<file path="src/tcu_pkg.sv">
`timescale 1ns / 1ps
// ----------------------------------------------------------------------------
// tcu_pkg: shared types and constants of the transposition cipher unit
// payload types, status and register codes, key nibble lookup
// ----------------------------------------------------------------------------
package tcu_pkg;

  localparam int ADDR_W    = 4;  // covers block buffers of up to 16 bytes
  localparam int KEY_NIBS  = 8;  // key nibbles held in the key register

  localparam logic [7:0] PAD_CHAR   = 8'h58;
  localparam logic [7:0] SPACE_CHAR = 8'h20;

  localparam logic [1:0] ST_OK      = 2'd0;
  localparam logic [1:0] ST_BAD_KEY = 2'd1;
  localparam logic [1:0] ST_PARTIAL = 2'd2;

  localparam logic MODE_ENC = 1'b0;
  localparam logic MODE_DEC = 1'b1;

  localparam logic [1:0] REG_MODE    = 2'd0;
  localparam logic [1:0] REG_KEY_LEN = 2'd1;
  localparam logic [1:0] REG_KEY_POS = 2'd2;

  typedef struct packed {
    logic [7:0] in_byte;
    logic       last_byte;
  } text_t;

  typedef struct packed {
    logic [7:0] out_byte;
    logic       carries_byte;
    logic       end_of_block;
    logic       end_of_message;
    logic [1:0] status;
  } result_t;

  typedef struct packed {
    logic              buf_we;
    logic [ADDR_W-1:0] buf_waddr;
    logic [7:0]        buf_wdata;
    logic [ADDR_W-1:0] buf_raddr;
    logic              pl_clear;
    logic              pl_we;
    logic [ADDR_W-1:0] pl_waddr;
    logic [7:0]        pl_wdata;
    logic [ADDR_W-1:0] pl_raddr;
  } store_ctl_t;

  // zero-based key entry j (a one-based position), entries past the register read as zero
  function automatic logic [3:0] key_at(logic [31:0] keys, logic [4:0] j);
    logic [3:0] k;
    k = 4'd0;
    if (j < 5'(KEY_NIBS)) begin
      k = keys[{j[2:0], 2'b00} +: 4];
    end
    return k;
  endfunction

endpackage

</file>
<file path="src/tcu_if.sv">
`timescale 1ns / 1ps
// ----------------------------------------------------------------------------
// tcu_if: valid/ready stream channel
// carries one payload request per handshake
// ----------------------------------------------------------------------------
interface tcu_if #(
  parameter type payload_t = logic
);
  logic     valid;
  logic     ready;
  payload_t data;

  modport source (output valid, output data, input ready);
  modport sink   (input valid, input data, output ready);
endinterface

</file>
<file path="src/tcu_store.sv">
`timescale 1ns / 1ps
// ----------------------------------------------------------------------------
// tcu_store: block buffer and decrypt scatter buffer
// one write and one read port each, scatter entries not written read as space
// ----------------------------------------------------------------------------
module tcu_store
  import tcu_pkg::*;
#(
  parameter int MAX_KEY_LEN = 8
) (
  input  logic       clk,
  input  logic       rst,
  input  store_ctl_t ctl,
  output logic [7:0] buf_rdata,
  output logic [7:0] pl_rdata
);

  localparam int IW = (MAX_KEY_LEN > 1) ? $clog2(MAX_KEY_LEN) : 1;

  logic [7:0]             buf_mem   [MAX_KEY_LEN];
  logic [7:0]             plain_mem [MAX_KEY_LEN];
  logic [MAX_KEY_LEN-1:0] pl_valid;

  always_ff @(posedge clk) begin
    if (ctl.buf_we) begin
      buf_mem[ctl.buf_waddr[IW-1:0]] <= ctl.buf_wdata;
    end
    if (ctl.pl_we) begin
      plain_mem[ctl.pl_waddr[IW-1:0]] <= ctl.pl_wdata;
    end
  end

  always_ff @(posedge clk) begin
    if (rst) begin
      pl_valid <= '0;
    end else if (ctl.pl_clear) begin
      pl_valid <= '0;
    end else if (ctl.pl_we) begin
      pl_valid[ctl.pl_waddr[IW-1:0]] <= 1'b1;
    end
  end

  assign buf_rdata = buf_mem[ctl.buf_raddr[IW-1:0]];
  assign pl_rdata  = pl_valid[ctl.pl_raddr[IW-1:0]] ? plain_mem[ctl.pl_raddr[IW-1:0]]
                                                     : SPACE_CHAR;

endmodule

</file>
<file path="src/tcu_seq.sv">
`timescale 1ns / 1ps
// ----------------------------------------------------------------------------
// tcu_seq: block sequencer with shared key lookup and compare unit
// collects bytes, checks the key, then, while the result slot is free, permutes one byte per cycle
// ----------------------------------------------------------------------------
module tcu_seq
  import tcu_pkg::*;
#(
  parameter int MAX_KEY_LEN = 8
) (
  input  logic        clk,
  input  logic        rst,
  input  logic        cipher_mode,
  input  logic [3:0]  key_length,
  input  logic [31:0] key_positions,
  input  logic        text_valid,
  input  text_t       text_data,
  output logic        text_ready,
  input  logic        slot_free,
  output logic        emit_valid,
  output result_t     emit_data,
  output store_ctl_t  ctl,
  input  logic [7:0]  buf_rdata,
  input  logic [7:0]  pl_rdata
);

  localparam int CW = $clog2(MAX_KEY_LEN + 1);
  localparam int IW = (MAX_KEY_LEN > 1) ? $clog2(MAX_KEY_LEN) : 1;

  localparam logic [2:0] S_COLLECT = 3'd0;
  localparam logic [2:0] S_CHECK   = 3'd1;
  localparam logic [2:0] S_MARK    = 3'd2;
  localparam logic [2:0] S_ENC     = 3'd3;
  localparam logic [2:0] S_SCAT    = 3'd4;
  localparam logic [2:0] S_TRIM0   = 3'd5;
  localparam logic [2:0] S_TRIM    = 3'd6;
  localparam logic [2:0] S_EMIT    = 3'd7;

  logic [2:0]    state;
  logic [CW-1:0] fill_count;
  logic [CW-1:0] step;
  logic [CW-1:0] count_r;
  logic [CW-1:0] len_r;
  logic          last_r;
  logic [1:0]    status_r;
  logic [7:0]    cur_r;
  logic [7:0]    prior_r;

  logic [CW-1:0] m_eff;
  logic [CW-1:0] fill_inc;
  logic          blk_done;
  logic [3:0]    key_k;
  logic          key_bad;
  logic [IW-1:0] key_idx;
  logic          last_step;
  logic          emit_last;
  logic [7:0]    prev_byte;
  logic          text_fire;

  // block size after clamping to 1..MAX_KEY_LEN
  always_comb begin
    if (key_length == 4'd0) begin
      m_eff = CW'(1);
    end else if ({1'b0, key_length} > 5'(MAX_KEY_LEN)) begin
      m_eff = CW'(MAX_KEY_LEN);
    end else begin
      m_eff = CW'(key_length);
    end
  end

  assign text_ready = (state == S_COLLECT);
  assign text_fire  = text_valid && text_ready;
  assign fill_inc   = fill_count + CW'(1);
  assign blk_done   = (fill_inc >= m_eff) || text_data.last_byte;

  // shared key unit: entry lookup, range compare, zero-based position
  assign key_k     = key_at(key_positions, 5'(step));
  assign key_bad   = (key_k == 4'd0) || ({1'b0, key_k} > 5'(m_eff));
  assign key_idx   = IW'(key_k - 4'd1);
  assign last_step = (step == m_eff - CW'(1));
  assign emit_last = (step == len_r - CW'(1));
  assign prev_byte = (len_r >= CW'(2)) ? pl_rdata : prior_r;

  always_comb begin
    ctl           = '0;
    ctl.buf_we    = text_fire;
    ctl.buf_waddr = ADDR_W'(fill_count);
    ctl.buf_wdata = text_data.in_byte;
    ctl.buf_raddr = (state == S_ENC) ? ADDR_W'(key_idx) : ADDR_W'(step);
    ctl.pl_clear  = text_fire && blk_done;
    ctl.pl_we     = (state == S_SCAT);
    ctl.pl_waddr  = ADDR_W'(key_idx);
    ctl.pl_wdata  = buf_rdata;
    if (state == S_TRIM0) begin
      ctl.pl_raddr = ADDR_W'(m_eff - CW'(1));
    end else if (state == S_TRIM) begin
      ctl.pl_raddr = ADDR_W'(len_r - CW'(2));
    end else begin
      ctl.pl_raddr = ADDR_W'(step);
    end
  end

  always_comb begin
    emit_valid = 1'b0;
    emit_data  = '0;
    unique case (state)
      S_MARK: begin
        emit_valid                = 1'b1;
        emit_data.end_of_block    = 1'b1;
        emit_data.end_of_message  = last_r;
        emit_data.status          = status_r;
      end
      S_ENC: begin
        emit_valid                = 1'b1;
        emit_data.out_byte        = (5'(key_idx) >= 5'(count_r)) ? PAD_CHAR : buf_rdata;
        emit_data.carries_byte    = 1'b1;
        emit_data.end_of_block    = last_step;
        emit_data.end_of_message  = last_r && last_step;
        emit_data.status          = ST_OK;
      end
      S_EMIT: begin
        emit_valid                = 1'b1;
        emit_data.out_byte        = pl_rdata;
        emit_data.carries_byte    = 1'b1;
        emit_data.end_of_block    = emit_last;
        emit_data.end_of_message  = last_r && emit_last;
        emit_data.status          = ST_OK;
      end
      default: begin
        emit_valid = 1'b0;
      end
    endcase
  end

  always_ff @(posedge clk) begin
    if (rst) begin
      state      <= S_COLLECT;
      fill_count <= '0;
      step       <= '0;
      count_r    <= '0;
      len_r      <= '0;
      last_r     <= 1'b0;
      status_r   <= ST_OK;
      cur_r      <= '0;
      prior_r    <= '0;
    end else begin
      unique case (state)
        S_COLLECT: begin
          if (text_valid) begin
            if (blk_done) begin
              fill_count <= '0;
              count_r    <= (fill_inc < m_eff) ? fill_inc : m_eff;
              last_r     <= text_data.last_byte;
              step       <= '0;
              state      <= S_CHECK;
            end else begin
              fill_count <= fill_inc;
            end
          end
        end
        S_CHECK: begin
          if (key_bad) begin
            status_r <= ST_BAD_KEY;
            state    <= S_MARK;
          end else if (last_step) begin
            step <= '0;
            if (cipher_mode == MODE_ENC) begin
              state <= S_ENC;
            end else if (count_r < m_eff) begin
              status_r <= ST_PARTIAL;
              state    <= S_MARK;
            end else begin
              state <= S_SCAT;
            end
          end else begin
            step <= step + CW'(1);
          end
        end
        S_MARK: begin
          if (slot_free) begin
            if (last_r) begin
              prior_r <= '0;
            end
            state <= S_COLLECT;
          end
        end
        S_ENC: begin
          if (slot_free) begin
            if (last_step) begin
              if (last_r) begin
                prior_r <= '0;
              end
              state <= S_COLLECT;
            end else begin
              step <= step + CW'(1);
            end
          end
        end
        S_SCAT: begin
          if (last_step) begin
            step  <= '0;
            len_r <= m_eff;
            state <= last_r ? S_TRIM0 : S_EMIT;
          end else begin
            step <= step + CW'(1);
          end
        end
        S_TRIM0: begin
          cur_r <= pl_rdata;
          state <= S_TRIM;
        end
        S_TRIM: begin
          if ((cur_r == PAD_CHAR) && (prev_byte != SPACE_CHAR)) begin
            len_r <= len_r - CW'(1);
            cur_r <= prev_byte;
            if (len_r == CW'(1)) begin
              status_r <= ST_OK;
              state    <= S_MARK;
            end
          end else begin
            state <= S_EMIT;
          end
        end
        S_EMIT: begin
          if (slot_free) begin
            if (emit_last) begin
              prior_r <= last_r ? 8'd0 : pl_rdata;
              state   <= S_COLLECT;
            end else begin
              step <= step + CW'(1);
            end
          end
        end
        default: begin
          state <= S_COLLECT;
        end
      endcase
    end
  end

  a_no_emit_collect: assert property (@(posedge clk) disable iff (rst)
    state == S_COLLECT |-> !emit_valid)
    else $error("result offered while collecting");

  a_fill_bound: assert property (@(posedge clk) disable iff (rst)
    fill_count < CW'(MAX_KEY_LEN))
    else $error("fill count past buffer depth");

  a_eom_to_collect: assert property (@(posedge clk) disable iff (rst)
    emit_valid && slot_free && emit_data.end_of_message |=> state == S_COLLECT)
    else $error("message end not followed by collect");

  a_marker_shape: assert property (@(posedge clk) disable iff (rst)
    emit_valid && !emit_data.carries_byte |-> emit_data.out_byte == 8'd0 &&
    emit_data.end_of_block)
    else $error("malformed marker result");

  a_enc_idx: assert property (@(posedge clk) disable iff (rst)
    state == S_ENC |-> 5'(key_idx) < 5'(m_eff))
    else $error("encrypt read outside block");

endmodule

</file>
<file path="src/block_transposition_cipher_unit.sv">
`timescale 1ns / 1ps
// ----------------------------------------------------------------------------
// block_transposition_cipher_unit: byte stream block transposition cipher
// gathers a block (key_length bytes, clamped), then emits it permuted by the key
// ----------------------------------------------------------------------------
//  channel  dir  payload                                              handshake
//  text     in   in_byte, last_byte                                   valid/ready
//  result   out  out_byte, carries_byte, end_of_block,                valid/ready
//                end_of_message, status
//  cfg      in   cfg_index, cfg_data                                  cfg_en strobe
//
//  a byte that does not close a block is only written to the block buffer
//  a closing byte runs the key check over the key entries; a bad key, or a short
//  block on decrypt, gives a status marker, else it emits the permuted results
//  for encrypt, or scatters the block, trims padding from a final block and then
//  emits the results for decrypt; these steps run one after another on the single
//  key lookup and compare unit and the one read port of each block buffer
//  text.ready is low from a closing byte until its last result is registered
//  a stall on result holds an offering sequencer; reset is synchronous, active high
// ----------------------------------------------------------------------------
module block_transposition_cipher_unit
  import tcu_pkg::*;
#(
  parameter int MAX_KEY_LEN = 8
) (
  input  logic        clk,
  input  logic        rst,
  tcu_if.sink         text,
  tcu_if.source       result,
  input  logic        cfg_en,
  input  logic [1:0]  cfg_index,
  input  logic [31:0] cfg_data
);

  // configuration registers
  logic        cipher_mode;
  logic [3:0]  key_length;
  logic [31:0] key_positions;

  // output register between sequencer and result channel
  logic        out_valid;
  result_t     out_data;
  logic        slot_free;

  logic        emit_valid;
  result_t     emit_data;
  store_ctl_t  ctl;
  logic [7:0]  buf_rdata;
  logic [7:0]  pl_rdata;
  logic        text_ready;

  // configuration writes must be made only while idle; the block itself does not enforce this
  always_ff @(posedge clk) begin
    if (rst) begin
      cipher_mode   <= MODE_ENC;
      key_length    <= 4'd8;
      key_positions <= 32'h8765_4321;  // identity permutation
    end else if (cfg_en) begin
      unique case (cfg_index)
        REG_MODE:    cipher_mode   <= cfg_data[0];
        REG_KEY_LEN: key_length    <= cfg_data[3:0];
        REG_KEY_POS: key_positions <= cfg_data;
        default:     ;  // unmapped index, write dropped
      endcase
    end
  end

  // slot is free when empty or being taken this cycle
  assign slot_free = !out_valid || result.ready;

  always_ff @(posedge clk) begin
    if (rst) begin
      out_valid <= 1'b0;
    end else if (slot_free) begin
      out_valid <= emit_valid;
    end
  end

  always_ff @(posedge clk) begin
    if (emit_valid && slot_free) begin
      out_data <= emit_data;
    end
  end

  assign result.valid = out_valid;
  assign result.data  = out_data;
  assign text.ready   = text_ready;

  tcu_seq #(
    .MAX_KEY_LEN (MAX_KEY_LEN)
  ) u_seq (
    .clk           (clk),
    .rst           (rst),
    .cipher_mode   (cipher_mode),
    .key_length    (key_length),
    .key_positions (key_positions),
    .text_valid    (text.valid),
    .text_data     (text.data),
    .text_ready    (text_ready),
    .slot_free     (slot_free),
    .emit_valid    (emit_valid),
    .emit_data     (emit_data),
    .ctl           (ctl),
    .buf_rdata     (buf_rdata),
    .pl_rdata      (pl_rdata)
  );

  // block buffer plus decrypt scatter buffer
  tcu_store #(
    .MAX_KEY_LEN (MAX_KEY_LEN)
  ) u_store (
    .clk       (clk),
    .rst       (rst),
    .ctl       (ctl),
    .buf_rdata (buf_rdata),
    .pl_rdata  (pl_rdata)
  );

endmodule
</file>
<file path="src/flat_wrapper.sv">
// flat-port wrapper written by rule: the top's interface ports become plain ports
module block_transposition_cipher_unit_flat import tcu_pkg::*;
#(
  parameter int MAX_KEY_LEN = 8
)
  (clk, rst, cfg_en, cfg_index, cfg_data, text_valid, text_data, text_ready, result_valid, result_data, result_ready);
  tcu_if text_i ();
  tcu_if result_i ();
  input  logic clk;
  input  logic rst;
  input  logic cfg_en;
  input  logic [1:0] cfg_index;
  input  logic [31:0] cfg_data;
  input wire logic [$bits(text_i.valid)-1:0] text_valid;
  input wire logic [$bits(text_i.data)-1:0] text_data;
  output wire logic [$bits(text_i.ready)-1:0] text_ready;
  output wire logic [$bits(result_i.valid)-1:0] result_valid;
  output wire logic [$bits(result_i.data)-1:0] result_data;
  input wire logic [$bits(result_i.ready)-1:0] result_ready;
  assign text_i.valid = text_valid;
  assign text_i.data = text_data;
  assign text_ready = text_i.ready;
  assign result_valid = result_i.valid;
  assign result_data = result_i.data;
  assign result_i.ready = result_ready;
  block_transposition_cipher_unit #(.MAX_KEY_LEN(MAX_KEY_LEN)) u_core (.clk(clk), .rst(rst), .text(text_i), .result(result_i), .cfg_en(cfg_en), .cfg_index(cfg_index), .cfg_data(cfg_data));
endmodule
</file>
<file path="config.mk">
export PLATFORM = sky130hd
export DESIGN_NAME = block_transposition_cipher_unit_flat
export DESIGN_NICKNAME = d
export VERILOG_FILES = /design/src/tcu_pkg.sv /design/src/tcu_if.sv /design/src/tcu_store.sv /design/src/tcu_seq.sv /design/src/block_transposition_cipher_unit.sv /design/src/flat_wrapper.sv
export SDC_FILE = /design/constraint.sdc
export NUM_CORES = 1
export LEC_CHECK = 0
export BUFFER_PORTS_ARGS = -buffer_cell sky130_fd_sc_hd__buf_2
export CELL_PAD_IN_SITES_DETAIL_PLACEMENT = 0
export CELL_PAD_IN_SITES_GLOBAL_PLACEMENT = 1
export CORE_MARGIN = 1.5
export CORE_UTILIZATION = 39
export CTS_BUF_LIST = sky130_fd_sc_hd__clkbuf_16
export DETAILED_ROUTE_END_ITERATION = 8
export PLACE_DENSITY_LB_ADDON = 0.25
export SYNTH_ARGS = -nofsm -noshare
export SYNTH_HDL_FRONTEND = slang
export SYNTH_SLANG_ARGS = --single-unit
</file>
<file path="constraint.sdc">
create_clock -name clk -period 3 [get_ports clk]
set_clock_uncertainty 0.2 [all_clocks]
set_input_delay 0.6 -clock clk [delete_from_list [all_inputs] [get_ports clk]]
set_output_delay 0.6 -clock clk [all_outputs]
set_load 0.05 [all_outputs]
</file>
==> impl.org, run 1 <==
** Cells and area
- In the final layout, the multi-input gates occupy 1960 um2.
- Final layout net count :: 509
- The filler cells instantiated in the layout total 794.
- Across the whole layout, storage elements account for 1220 um2.
- Ant diodes :: 0
- After the flow finishes, the layout carries non-filler instances totaling 566.
- Final design instance area without fill :: 4060 um2
- Area growth, synth to finish :: 25.8%
- In the final layout, the share of cells above drive strength 1 is 24.5%.

** Worst setup path
- STA classifies the critical path endpoint as a flop.
- Path type of the worst setup path :: flop to flop
- The worst setup path is launched from a flop.
- Most frequent cell on the critical path :: sky130_fd_sc_hd__buf_4
- STA puts the critical path data required time at 3.01 ns.
- Along the worst path, the maximum fanout reaches 4.
- Data on the critical path arrives at its endpoint at 3.15 ns.
- Ordered list of cells on the worst path :: mux4_2, a22o_1, ha_4, a21o_1, a21oi_2, buf_4, nor2b_1, a211o_1, buf_4, buf_6, nand2b_4, a32o_1
- CP peak stage delay :: 0.50 ns
- The slowest stage of the critical path belongs to the cell sky130_fd_sc_hd__mux4_2.

** Floorplanning
- The die is 94.0 um wide.
- The floorplan step defined a die boundary enclosing 8840 um2.
- Number of top-level pins :: 43
- The floorplan has 33 rows.
- Die Ht :: 94.0 um
- Core ar. :: 8130 um2
- For this configuration, the core starts out at a cell density of 39.7%.

** Routing
- Final ANT Viol Nets :: 0
- The routed design has 8.21 mm of wire.
- In the routed design, unresolved DRC markers number 0.
- WL/cell :: 14.5 um
- Dividing the detail-routed via count by the number of cells gives 5.29.
- Initial drt markers :: 111
- The detailed router placed 2994 vias in this run.
- Pre-Repair DR Iteration Count :: 4

** Synthesis
- Sequential cell area fraction in the yosys report :: 37.5%
- Dominant cell by count in the synthesized netlist :: sky130_fd_sc_hd__nand2_1
- Share of flip-flops with an asynchronous set or reset after synthesis :: 0%
- Yosys printed 0 warnings.
- Post-Syn Area :: 3230 um2
- Counting every net in the synthesized netlist gives 450.
- Synthesis produced 397 cells.
- Synth top area share :: 36.6%
- The synthesized design spends more area on one cell type than any other, namely sky130_fd_sc_hd__dfxtp_1.
- The most used flip-flop cell after synthesis is sky130_fd_sc_hd__dfxtp_1.
- Post-synthesis register bit count :: 60
- Post-synthesis area per instance :: 8.13 um2
- Distinct cells, synth :: 54
- Yosys mapped a number of flops with a built-in enable equal to 1.
- Ranked by instance count, the synthesized netlist is headed by sky130_fd_sc_hd__nand2_1 (82), sky130_fd_sc_hd__dfxtp_1 (59), sky130_fd_sc_hd__a21oi_1 (38).
- Ranked by total cell area, the synthesized netlist is headed by sky130_fd_sc_hd__dfxtp_1 (37%), sky130_fd_sc_hd__nand2_1 (9.5%), sky130_fd_sc_hd__a21oi_1 (5.9%).

** Outcome
- Status :: complete, but fails checks
- The final reports fail on setup timing.

** STA
- For the pin with the worst max-slew slack, the measured transition is 0.621 ns.
- The worst path in the final design needs a cycle of 3.14 ns, including I/O delays and setup.
- The count of pins over their slew limit was 0.
- Total Negative Setup Slacks :: -0.438 ns
- The hold violation count in the final report is 0.
- For this run, the top clock speed supported by timing is 0.319 GHz.
- Final hold analysis gives a worst-case slack of 0.253 ns.
- The final critical path takes up 105% of the cycle.
- Setup violations remaining at the end of the flow were counted as 6.
- Tightest slew margin relative to the limit :: 58.3%
- Setup repair after global routing could not meet its margin everywhere.
- In the post-route analysis, the smallest setup slack over all paths is -0.135 ns.

** Pwr
- Standby leakage power :: 1.65 nW
- Power comes to 2.28 mW.
- Pwr Density :: 560 nW/um2
- The worst-case IR drop observed on VDD is 0.275 mV.

** GRT
- Vias in the first global route :: 2845
- The first global-routing pass estimated 13.7 mm of wire.
- Global routing consumed, over all layers together, 20.0% of the routing resources.
- Remaining global-route overflow :: 0
- Pin count of the biggest net entering global routing :: 33
- Number of antenna violations at the first check in global routing :: 0

** Min path
- In this run the worst hold path is classified as flop to flop.

** Clock tree
- Depth of the CTS H-tree :: 3
- Clk slew on worst S/H paths :: 0.06 ns
- Number of CTS-inserted buffers :: 9
- Clk root buf :: sky130_fd_sc_hd__clkbuf_16
- CTS tree :: done
- The clock reaches the later pin of the worst-skew pair after 0.33 ns.
- Maximum clock path buffer count :: 2
- The clock net in this run drives a total of 60 sinks.
- Buffers inserted to repair hold after CTS numbered 0.

** Place
- In this run, placement finished with an instance count of 544.
- The congestion estimate from routability-driven global placement came to 0.905.
- The wire-length estimate of the detail-placed layout is 5.85 mm.
- The placed instances occupy a cell area of 3650 um2.
- Buffers placed on the I/O ports in this run total 42.

** Flow run
- The tool flagged a number of max-cap violations equal to 0.
final timing paths:
| path | from | to | slack (ns) | depth (start not counted) |
|---|---|---|---|---|
| worst min-delay path | u_core.key_positions[19] | u_core.key_positions[19] | 0.25 | 2 |
| worst max-delay path | u_core.u_seq.step[1] | u_core.u_seq.state[1] | -0.14 | 12 |
| worst max register to register | u_core.u_seq.step[1] | u_core.u_seq.state[1] | -0.14 | 12 |
| worst min register to register | u_core.key_positions[19] | u_core.key_positions[19] | 0.25 | 2 |
worst max-delay path, delay by kind of cell (launching register included):
family	cells	cell delay, ns
AND/OR/NAND/NOR	2	0.15
flip-flops	1	0.37
adder cells (fa/ha/maj)	1	0.23
multiplexers	1	0.50
buffers and inverters	3	0.40
AO/OA/AOI/OAI	5	1.15
registers in the layout, indices dropped and copies added (netlist names):
register                 cells
u_core.key_positions        32
u_core.key_length            4
u_core.u_seq.count_r         4
u_core.u_seq.fill_count      4
u_core.u_seq.len_r           4
u_core.u_seq.step            4
u_core.u_seq.state           3
u_core.cipher_mode           1
u_core.result.data           1
u_core.result.valid          1
u_core.u_seq.last_r          1
u_core.u_seq.status_r        1
metal layers:
layer  track usage [%]  share of wire [%]  up-vias
li1                  -                  -     1540
met1              27.5                 49     1379
met2              31.6                 46       67
met3              3.40                4.0        8
met4              6.97                1.1        0
met5                 0                  0        -
stage by stage:
step                      setup slack [ns]  utilization [%]
final                               -0.135             49.9
after global routing                -0.225             49.9
after CTS                           -0.113             48.9
after detailed placement            -0.143             44.9
after global placement             -0.0353             44.9
after floorplan                    0.00436                -
cells in the final DEF (no fill, tap or decap), types with 5 or more instances in the layout:
master and count:
sky130_fd_sc_hd__a21oi_1 37, sky130_fd_sc_hd__nor2_1 26, sky130_fd_sc_hd__o21ai_0 16, sky130_fd_sc_hd__inv_1 10, sky130_fd_sc_hd__buf_2 42, sky130_fd_sc_hd__mux4_2 8, sky130_fd_sc_hd__ha_1 11, sky130_fd_sc_hd__clkbuf_16 9
sky130_fd_sc_hd__nor3_1 8, sky130_fd_sc_hd__dfxtp_1 56, sky130_fd_sc_hd__buf_4 28, sky130_fd_sc_hd__nand2_1 82, sky130_fd_sc_hd__nand3_1 24, sky130_fd_sc_hd__nor2b_1 5, sky130_fd_sc_hd__mux2i_1 8
final cells by class:
type                    instances  area share [%]
clock buffers                   9            5.55
flip-flops and latches         60            30.0
multi-input cells             302            48.2
clock inverters                 7            1.29
repair buffers                 71            10.6
well taps                     105            3.23
inverters                      12            1.11
cells by family (layout without fill, tap and decap cells):
family	Yosys count	after routing	share of synthesized area, %
adders and majority gates	13	13	5.04
muxes	18	18	8.76
AOI/OAI and AO/OA	93	93	18.2
and+or+nand+nor	170	170	23.9
DFF	60	60	37.5
buffers and inverters	35	99	4.46
xor gates and xnor gates	8	8	2.17
repair_timing:
item | in CTS | in global routing
pin swaps | 11 | 8
gates resized for setup | 6 | 9
setup buffers | 3 | 3
setup endpoints to repair | 8 | 8
report_power, final:
part	internal [mW]	switching [mW]	total (mW)
registers	0.838	0.0305	0.869
clock network	0.561	0.399	0.960
logic	0.194	0.252	0.446
No activity file was read; power rests on OpenSTA's default activity.
==> inputs of run 2 (changes only) <==
Settings changed: CORE_UTILIZATION 39 to 40.
Clock period 3 ns to 3.4 ns, I/O delays scaled along.
==> impl.org, run 2 (synthesis results as in run 1) <==
** Cells and area
- The flip-flop count of the largest register, all copies and words added was 32 (unchanged).
- Commonest cells after routing, fill and taps aside :: sky130_fd_sc_hd__nand2_1 (82), sky130_fd_sc_hd__dfxtp_1 (57), sky130_fd_sc_hd__buf_2 (42) (was sky130_fd_sc_hd__nand2_1 (82), sky130_fd_sc_hd__dfxtp_1 (56), sky130_fd_sc_hd__buf_2 (42))
- The count of nets after finishing came to 489 (was 509).
- Proportion of layout cells with a drive suffix above 1 :: 18.1% (was 24.5%)
- Area growth, synth to finish :: 18.4% (was 25.8%)
- Post-route core utilization :: 49.2% (was 49.9%)
- Register containing the most flip-flops in the final layout :: u_core.key_positions (unchanged)
- The commonest non-fill, non-tap cell in the layout was sky130_fd_sc_hd__nand2_1 (unchanged).
- The antenna diode count came to 0 (unchanged).

** Pwr
- Pwr Density :: 519 nW/um2 (was 560 nW/um2)
- Switch Pwr :: 0.550 mW (was 0.682 mW)
- Standby leakage power :: 1.55 nW (was 1.65 nW)
- Cell-internal power :: 1.43 mW (was 1.59 mW)
- Worst supply voltage drop on vdd :: 0.286 mV (was 0.275 mV)
- The power share of the combinational group came to 16.4% (was 19.6%).
- The clock share of power is 44.1% (was 42.2%).
- Switching power share of the total :: 27.7% (was 30.0%)
- Sequential share of power :: 39.5% (was 38.2%)

** GRT
- Most used routing layer :: met2 (unchanged)
- The global-route wire length before repair was 13.4 mm (was 13.7 mm).
- GRT met2 Usage :: 31.5% (was 31.6%)
- Number of antenna violations at the first check in global routing :: 0 (unchanged)
- Global router's overall resource usage :: 20.0% (about the same)
- Vias in the first global route :: 2756 (was 2845)
- The largest net degree at the start of global routing was 33 (unchanged).
- Remaining global-route overflow :: 0 (unchanged)
- Fraction of met3 tracks used by global routing :: 3.86% (was 3.40%)
- The global routing met1 resource utilization came to 27.1% (was 27.5%).

** Min path
- Hold WC Path Type :: flop to flop (unchanged)
- Hold-critical path depth :: 2 (unchanged)
- Startpoint of the worst hold path :: u_core.key_positions[12] (was u_core.key_positions[19])
- Min-Delay Endpoint :: u_core.key_positions[12] (was u_core.key_positions[19])

** Worst setup path
- The cell occurring most often along the worst timing path is sky130_fd_sc_hd__o32ai_1 (was sky130_fd_sc_hd__buf_4).
- The library cell contributing the largest single delay on the critical path was sky130_fd_sc_hd__mux4_2 (unchanged).
- The largest driver fanout on the critical path was 6 (was 4).
- R2R depth :: 10 (was 12)
- Ordered list of cells on the worst path :: mux4_2, a22o_1, ha_1, a21o_1, a21oi_1, o32ai_1, a211o_1, or2_1, a22oi_1, o32ai_1 (was mux4_2, a22o_1, ha_4, a21o_1, a21oi_2, buf_4, nor2b_1, a211o_1, buf_4, buf_6, nand2b_4, a32o_1)
- The endpoint of the worst register-to-register path is u_core.u_seq.step[3] (was u_core.u_seq.state[1]).
- Path type of the worst setup path :: flop to flop (unchanged)
- Worst Path Required :: 3.40 ns (was 3.01 ns)
- CP peak stage delay :: 0.52 ns (was 0.50 ns)
- Reg-to-reg critical path startpoint :: u_core.u_seq.step[1] (unchanged)
- The slack of the worst reg-to-reg path came to 0.16 ns (was -0.14 ns).
- The sort of element at the end of the critical path was a flop (unchanged).
- The kind of start point of the critical path is a flop (unchanged).
- Arrival time of the worst setup path :: 3.24 ns (was 3.15 ns)

** Routing
- The detailed-route wire length per cell was 14.6 um (was 14.5 um).
- The detailed-route wire length came to 7.93 mm (was 8.21 mm).
- The vias after detailed routing came to 2913 (was 2994).
- The total iterations of the first detailed-routing run is 4 (unchanged).
- Post-route DRC violation count :: 0 (unchanged)
- Final ANT Viol Nets :: 0 (unchanged)
- The initial detailed-routing violation count was 133 (was 111).
- Routed vias/inst :: 5.36 (was 5.29)

** Clock tree
- CTS tree :: done (unchanged)
- The total setup buffers inserted after CTS came to 0 (was 3).
- Maximum clock path buffer count :: 2 (unchanged)
- Clock latency at the later pin of the worst-skew pair :: 0.33 ns (about the same)
- Depth of the CTS H-tree :: 3 (unchanged)
- The clock root buffer master is sky130_fd_sc_hd__clkbuf_16 (unchanged).
- The number of buffers created by CTS is 9 (unchanged).
- Clock net sink count :: 60 (unchanged)
- The clock edge transition at the registers on the reported setup and hold paths is 0.05 ns (was 0.06 ns).

** STA
- The highest clock rate was 0.309 GHz (was 0.319 GHz).
- The transition at the pin with the smallest max-transition slack came to 0.594 ns (was 0.621 ns).
- The final worst-path cycle share is 95.2% (was 105%).
- The worst slew slack as a fraction of its limit came to 60.2% (was 58.3%).
- Number of slew-limit violations in the final report :: 0 (unchanged)
- Hold Vio Cnt, Final :: 0 (unchanged)
- Unrepaired setup endpoints after global routing: false (was true).
- Final setup viols :: 0 (was 6)
- The total negative slack for setup checks is 0 ns (was -0.438 ns).
- The shortest period the worst path allows is 3.24 ns (was 3.14 ns).

** Floorplanning
- The initial core utilization is 41.6% (was 39.7%).
- Die Ht :: 92.9 um (was 94.0 um)
- The die width came to 92.9 um (was 94.0 um).
- Core ar. :: 7770 um2 (was 8130 um2)
- Number of top-level pins :: 43 (unchanged)
- The full die area is 8620 um2 (was 8840 um2).
- The number of rows created at floorplan is 32 (was 33).

** Outcome
- Status: complete, no violations (was complete, but fails checks).

** Place
- The estimated wirelength of the detail-placed design is 5.71 mm (was 5.85 mm).
- The global placer's final weighted congestion is 0.982 (was 0.905).
- Port Buffer Count :: 42 (unchanged)

** Flow run
- The number of maximum-capacitance constraint violations is 0 (unchanged).
## run 2: area by class of cell
type,count,area (um2)
Fill cell,749,3950
Multi-Input combinational cell,302,1870
Sequential cell,60,1210
Timing Repair Buffer,51,278
Clock buffer,9,225
Tap cell,102,128
Clock inverter,7,58.8
Inverter,12,45.0
## run 2: how the worst max path moves through the flow
stage | startpoint | end | slack (ns) | cells past startpoint
floorplan | u_core.u_seq.step[1] | u_core.u_seq.step[3] | 0.28 | 11
global placement | u_core.u_seq.step[1] | u_core.u_seq.step[3] | 0.15 | 10
detailed placement | u_core.u_seq.step[1] | u_core.u_seq.step[3] | 0.06 | 10
CTS | u_core.u_seq.step[1] | u_core.u_seq.step[3] | 0.04 | 10
global route | u_core.u_seq.step[1] | u_core.u_seq.state[0] | 0.01 | 10
finish | u_core.u_seq.step[1] | u_core.u_seq.step[3] | 0.16 | 10
## run 2: what timing repair did
action | CTS | global route
hold buffers | 0 | 0
endpoints found under the setup margin | 0 | 4
gates resized for setup | 0 | 2
## run 2: metrics by stage
stage / std cells / cell area, um2 / power [mW] / hold WS (ns) / worst slack [ns]
after floorplan: 397 / 3230 / 1.03 / 0.233 / 0.282
after global placement: 527 / 3540 / 1.12 / 0.246 / 0.149
after detailed placement: 527 / 3540 / 1.12 / 0.248 / 0.0560
after CTS: 543 / 3820 / 2.00 / 0.255 / 0.0423
after global routing: 543 / 3820 / 2.08 / 0.277 / 0.0110
final: 543 / 3820 / 1.98 / 0.255 / 0.163
## run 2: power groups by stage
stage          Clock, mW  Sequential [mW]  Combinational, mW
2_1_floorplan          0            0.777              0.254
3_3_place_gp           0            0.799              0.318
3_5_place_dp           0            0.798              0.322
4_1_cts            0.892            0.784              0.324
5_1_grt            0.924            0.791              0.363
6_report           0.875            0.784              0.324
## run 2: per-layer routing
layer | vias up | wire [um]
li1 | 1496 | -
met1 | 1350 | 3910
met2 | 56 | 3610
met3 | 11 | 255
met4 | 0 | 150
met5 | - | 0
## run 2: worst max-delay path, delay by kind of cell, from the launching register on
kind | cells | cell delay [ns]
compound gates | 7 | 1.38
fa+ha+maj | 1 | 0.30
flops | 1 | 0.40
mux | 1 | 0.52
simple gates | 1 | 0.32
